$ cat config.mk
export PLATFORM = sky130hd
export DESIGN_NAME = elsp_div
export DESIGN_NICKNAME = d
export VERILOG_FILES = /design/src/hw/rtl/elsp_div.sv
export SDC_FILE = /design/constraint.sdc
export NUM_CORES = 2
export LEC_CHECK = 0
export BUFFER_PORTS_ARGS = -buffer_cell sky130_fd_sc_hd__clkbuf_2
export CAP_MARGIN = 40
export CORE_MARGIN = 2
export CORE_UTILIZATION = 53
export CTS_BUF_LIST = sky130_fd_sc_hd__clkbuf_16
export DETAILED_ROUTE_END_ITERATION = 8
export GPL_ROUTABILITY_DRIVEN = 0
export PLACE_DENSITY = 0.8
export SETUP_SLACK_MARGIN = 0.4
export SLEW_MARGIN = 20
export SYNTH_ARGS = -nofsm -noshare
export SYNTH_HDL_FRONTEND = slang
export SYNTH_SLANG_ARGS = --single-unit
$ cat constraint.sdc
create_clock -name i_clk -period 5.1 [get_ports i_clk]
set_input_delay 0 -clock i_clk [delete_from_list [all_inputs] [get_ports i_clk]]
set_output_delay 0 -clock i_clk [all_outputs]
set_load 0.005 [all_outputs]
$ cat src/hw/rtl/elsp_div.sv
// Pipelined restoring divider, one quotient bit per stage, with a saturating quotient.
// Depends on nothing but its parameters; used twice by the top level.
module elsp_div #(
    parameter int WN = 32,
    parameter int WD = 23,
    parameter int WQ = 25,
    parameter int WS = 20
) (
    input  logic          i_clk,
    input  logic          i_rst_n,
    input  logic          i_en,
    input  logic          i_valid,
    input  logic [WN-1:0] i_num,
    input  logic [WD-1:0] i_den,
    input  logic [WS-1:0] i_side,
    output logic          o_valid,
    output logic [WQ-1:0] o_quo,
    output logic [WS-1:0] o_side
);

    logic          r_val  [WQ+1];
    logic          r_sat  [WQ+1];
    logic [WD-1:0] r_rem  [WQ+1];
    logic [WD-1:0] r_den  [WQ+1];
    logic [WQ-1:0] r_num  [WQ+1];
    logic [WQ-1:0] r_q    [WQ+1];
    logic [WS-1:0] r_side [WQ+1];

    logic [WN-1:0] n_top;
    assign n_top = i_num >> WQ;

    // Prep stage: split off the high part, flag a quotient too wide to hold.
    always_ff @(posedge i_clk) begin
        if (!i_rst_n) begin
            r_val[0] <= 1'b0;
        end else if (i_en) begin
            r_val[0] <= i_valid;
        end
    end

    always_ff @(posedge i_clk) begin
        if (i_en) begin
            r_sat[0]  <= n_top >= WN'(i_den);
            r_rem[0]  <= WD'(n_top);
            r_den[0]  <= i_den;
            r_num[0]  <= WQ'(i_num);
            r_q[0]    <= '0;
            r_side[0] <= i_side;
        end
    end

    for (genvar k = 0; k < WQ; k++) begin : g_step
        logic [WD:0] n_trial;
        logic        n_bit;
        assign n_trial = {r_rem[k], r_num[k][WQ-1]};
        assign n_bit   = n_trial >= {1'b0, r_den[k]};

        always_ff @(posedge i_clk) begin
            if (!i_rst_n) begin
                r_val[k+1] <= 1'b0;
            end else if (i_en) begin
                r_val[k+1] <= r_val[k];
            end
        end

        always_ff @(posedge i_clk) begin
            if (i_en) begin
                r_sat[k+1]  <= r_sat[k];
                r_rem[k+1]  <= n_bit ? WD'(n_trial - {1'b0, r_den[k]}) : WD'(n_trial);
                r_den[k+1]  <= r_den[k];
                r_num[k+1]  <= r_num[k] << 1;
                r_q[k+1]    <= WQ'({r_q[k], n_bit});
                r_side[k+1] <= r_side[k];
            end
        end
    end

    assign o_valid = r_val[WQ];
    assign o_quo   = r_sat[WQ] ? '1 : r_q[WQ];
    assign o_side  = r_side[WQ];

endmodule

# Word-level counts from Yosys, hierarchy flattened
# Memories as Yosys holds them, arrays and structs flattened.
# Index checks and enable logic that the tools add are counted.
[totals]
output_inout_bits = 46
register_bits = 0
inputBits = 79
mem_bits_rw = 3068
word_cells = 141
memories = 7
[mem_list]
columns = ["memory", "words", "width", "read_ports", "rd_clocked_by_memory_dff", "wr", "line", "source"]
rows = [
  ["r_num", 26, 25, 25, 0, 26, "25", "logic [WQ-1:0] r_num [WQ+1];"],
  ["r_q", 26, 25, 26, 0, 26, "26", "logic [WQ-1:0] r_q [WQ+1];"],
  ["r_den", 26, 23, 25, 0, 26, "24", "logic [WD-1:0] r_den [WQ+1];"],
  ["r_rem", 26, 23, 25, 0, 26, "23", "logic [WD-1:0] r_rem [WQ+1];"],
  ["r_side", 26, 20, 26, 0, 26, "27", "logic [WS-1:0] r_side [WQ+1];"],
  ["r_sat", 26, 1, 26, 0, 26, "22", "logic r_sat [WQ+1];"],
  ["+1 memories", "--", "--", "--", "--", "--", "--", ""],
]
[op_classes]
bitwise = 26
magnitude_cmp = 26
n_mux = 57
n_addsub = 25
[ops]
columns = ["operator", "n"]
rows = [
  ["24-bit by 23-bit >= comparator with 1-bit output", 25],
  ["23-bit 2-to-1 mux", 25],
  ["23-bit subtractor", 25],
  ["1-bit 2-to-1 mux", 31],
  ["1-bit OR", 26],
  ["25-bit 2-to-1 mux", 1],
  ["7-bit by 23-bit >= comparator with 1-bit output", 1],
]

# Logic depth before layout (Yosys ltp)
[depth]
depth_word = 4
depth_mapped = 14
mapped_depth_nobuf = 13

# Worst setup path before layout
# Ideal clock, no wire load.
[synth_path]
path_type = "register to register"
start = "memory r_rem[19][1] (netlist: r_rem[4][70])"
end = "memory r_rem[20][10] (netlist: r_rem[5][10]), data pin"
arrival_time_ns = 3.327
path_slack_ns = 1.513
path_stages_with_launch = 12
t_required_ns = 4.840
setup_ns = 0.260
period_less_slack_ns = 3.587
cell_sequence = "edfxtp_1 -> ha_1 -> nor2b_1 -> o31a_1 -> or3_4 -> a41o_1 -> a211oi_2 -> o31a_1 -> o21ai_2 -> a2111oi_4 -> buf_6 -> mux2_4"
[synth_lines]
columns = ["element", "line"]
rows = [
  ["start, declared", "23"],
]

==> impl_results.md <==
* Post-Route Utilization at 0.598
* Setup Buffers After CTS at 0
* H-tree lvl count at 4
* Post-DP HPWL at 129 mm
* Worst skew pair latency at 0.86 ns
* CTS tree: done
* # port buffers at 124
* Initial antenna violation count at 2
* Max Freq at 242 MHz
* Mapped Area at 106,000 µm²
* Worst path bufs/invs at 2
* Crit path max fanout at 24
* Setup TNS at 0 ns
* I/O pin cnt at 125
* Chip width at 451 µm
* CTS Root Cell: clkbuf_16
* Cells after synthesis at 7,635
* Grt total ovfl at 0
* Largest net degree at the start of global routing at 188
* CTS Buf Count at 232
* Async S/R FF share, synth at 0
* Run status: finished, final reports clean
* Ys flop type: edfxtp_1
* Core region area at 199,000 µm²
* Worst setup path category: reg -> reg
* Final worst slack at 0.972 ns
* Synth area leader: edfxtp_1
* Clock sink count at 2,356
* Final nets at 8,731
* Hold Vio Cnt, Final at 0
* Via count at 61,200
* RR Startpoint: r_num[1][99]
* Resize count post-CTS at 0
* Post-synthesis sequential area ratio at 0.667
* Initial Utilization at 0.532
* ANT nets after route at 0
* Drt first pass iters at 8
* Cells on worst reg2reg path at 13
* Hold path start: i_den[8]
* GRT Total Usage at 0.184
* Vias in the first global route at 61,500
* Peak VDD IR at 0.441 mV
* Slew @ Worst Pin at 0.996 ns
* Final Skew at 0.0326 ns
* Clk slew on worst S/H paths at 0.06 ns
* WP data arrival at 4.72 ns
* Worst Setup Start Kind: register
* Final setup violation count at 0
* RSZ-0062 raised after global routing: no
* Share of Yosys cell area claimed by the top area cell type at 0.667
* WHS Endpoint: r_sat[0][0]
* Final Cycle Share at 0.809
* HP Class: in -> reg
* PwrDens at 564 nW/µm²
* Average size of a mapped cell at 13.9 µm²
* Setup crit end kind: register
* Crit-path most repeated cell: o31a_1
* WL final at 190 mm
* Synth warnings at 0
* Cell with the biggest individual delay on the critical path: buf_4
* Crit-path max cell delay at 0.41 ns
* Dpl ws at 1.08 ns
* Distinct cell type count after synthesis at 84
* FF-to-FF setup slack at 0.97 ns
* Delay-heaviest family, CP: compound AO/OA/AOI/OAI gates
* Vias per inst at 5.61
* Commonest cells in the netlist: edfxtp_1, inv_1, ha_1
* Min Tclk post-route at 4.13 ns
* Most common cell in the netlist: edfxtp_1
* Final max-slew violation count at 0
* Worst-path cell chain: inv_1, ha_1, fa_1, nor2b_1, o31a_1, or3_4, a41o_1, a211oi_2, o31a_1, o21ai_2, a2111oi_4, buf_4, mux2_2
* Critical path depth in cells at 13
* Syn-to-layout area delta at 12.5%
* Die ar. at 204,000 µm²
* Hold path cells at 5
* DRC at 0
* Leak at 46.5 nW
* Fin area at 119,000 µm²
* Critical Path RT at 5.69 ns
* First-pass GRT wire length at 306 mm
* Row Count at 164
* Placed cell area at 110,000 µm²
* R2R Path End: r_rem[5][4]
* Area contributors post-synth: edfxtp_1, ha_1, mux2_2
* CTS Buffer Depth at 3
* Hold_ws at 0.136 ns
* Net Count, Synth at 8,305
* WL/cell at 17.4 µm
* Chip height at 451 µm
* Post-synth EDFFs at 2,355
* Layout cells sized above 1 at 0.107
* DR iter-0 viols at 5,178
* Slew HR at 0.336
* Synthesis-stage register bit count at 2,356
* Max cap viols at 0
==> worst min-delay path: stages <==
cell           delay, ns
dlygate4sd3_1       0.52
clkbuf_2            0.11
nor4_1              0.06
nand4_1             0.10
nor2_1              0.05
==> metal layers <==
metal / wire, µm / global-route usage / vias up
met4: 8950 / 0.0906 / 0
met2: 97600 / 0.331 / 1892
met5: 0 / 0 / -
met1: 74800 / 0.212 / 29500
li1: - / - / 29300
met3: 8750 / 0.0289 / 597
==> kinds of logic (layout without fill, tap and decap cells) <==
family,after synthesis,in the layout,synth area share
AO/OA/AOI/OAI,1668,1668,0.0981
XOR/XNOR,423,423,0.0350
adder cells (fa/ha/maj),591,591,0.0715
buffers and inverters,866,1489,0.0316
flip-flops,2356,2356,0.667
multiplexers,296,296,0.0314
other,0,1,0
AND/OR/NAND/NOR,1435,1435,0.0651
==> area by class of cell <==
type | instances | area, µm²
clock buffer | 234 | 5860
timing repair buffer | 356 | 3010
inverter | 702 | 2640
antenna | 1 | 2.50
sequential | 2356 | 70700
multi-input combinational | 4413 | 32000
fill | 14500 | 80000
clock inverter | 197 | 1640
tap | 2656 | 3320
==> layout by cell type (no fill, tap or decap), types with 22 or more instances in the layout <==
cell           instances
a211oi_1              57
a21o_1               238
a21oi_1              508
a31oi_1               63
and2_1                22
and3_1                80
buf_4                 53
clkbuf_16            234
clkbuf_2             123
clkinv_1              52
clkinv_2              51
dlygate4sd3_1        155
edfxtp_1            2355
fa_1                  24
ha_1                 567
inv_1                739
mux2_2               250
mux2i_1               35
nand2_1              403
nand2b_1              67
nand3_1              100
nand4_1               76
nor2_1               383
nor2b_1               94
nor3_1                76
o211ai_1              27
o21a_1                94
o21ai_0              403
o21bai_1              41
o31a_1                30
o31ai_1               49
or2_2                 44
xnor2_1              237
xor2_1               186
==> what timing repair did <==
item | CTS | global route
hold buffers | 155 | 0
setup endpoints to repair | 0 | 0
endpoints found under the hold margin | 246 | 0
==> how the worst max path moves through the flow <==
stage | start | end
after global routing | r_num[1][99] | r_rem[5][16]
final | r_num[1][99] | r_rem[5][4]
after floorplan | r_rem[4][70] | r_rem[5][10]
after global placement | r_num[1][99] | r_rem[5][2]
after detailed placement | r_num[1][99] | r_rem[5][19]
after CTS | r_num[1][99] | r_rem[5][16]
==> sequential cells by signal (all words and copies together) (netlist names) <==
register	cells
r_rem	559
r_den	575
r_q	325
r_num	325
r_side	520
r_val	26
r_sat	26
==> stage by stage <==
stage	power, W	std cells
detailed placement	0.0504	10300
finish	0.0672	10900
CTS	0.0673	10900
global placement	0.0491	10300
floorplan	0.0448	7635
global route	0.0710	10900
==> report_power, final <==
group,internal (W),switching [W]
Clock,0.00940,0.00712
Sequential,0.0260,0.00175
Combinational,0.0104,0.0126
Power figures use the tool's default switching activity.
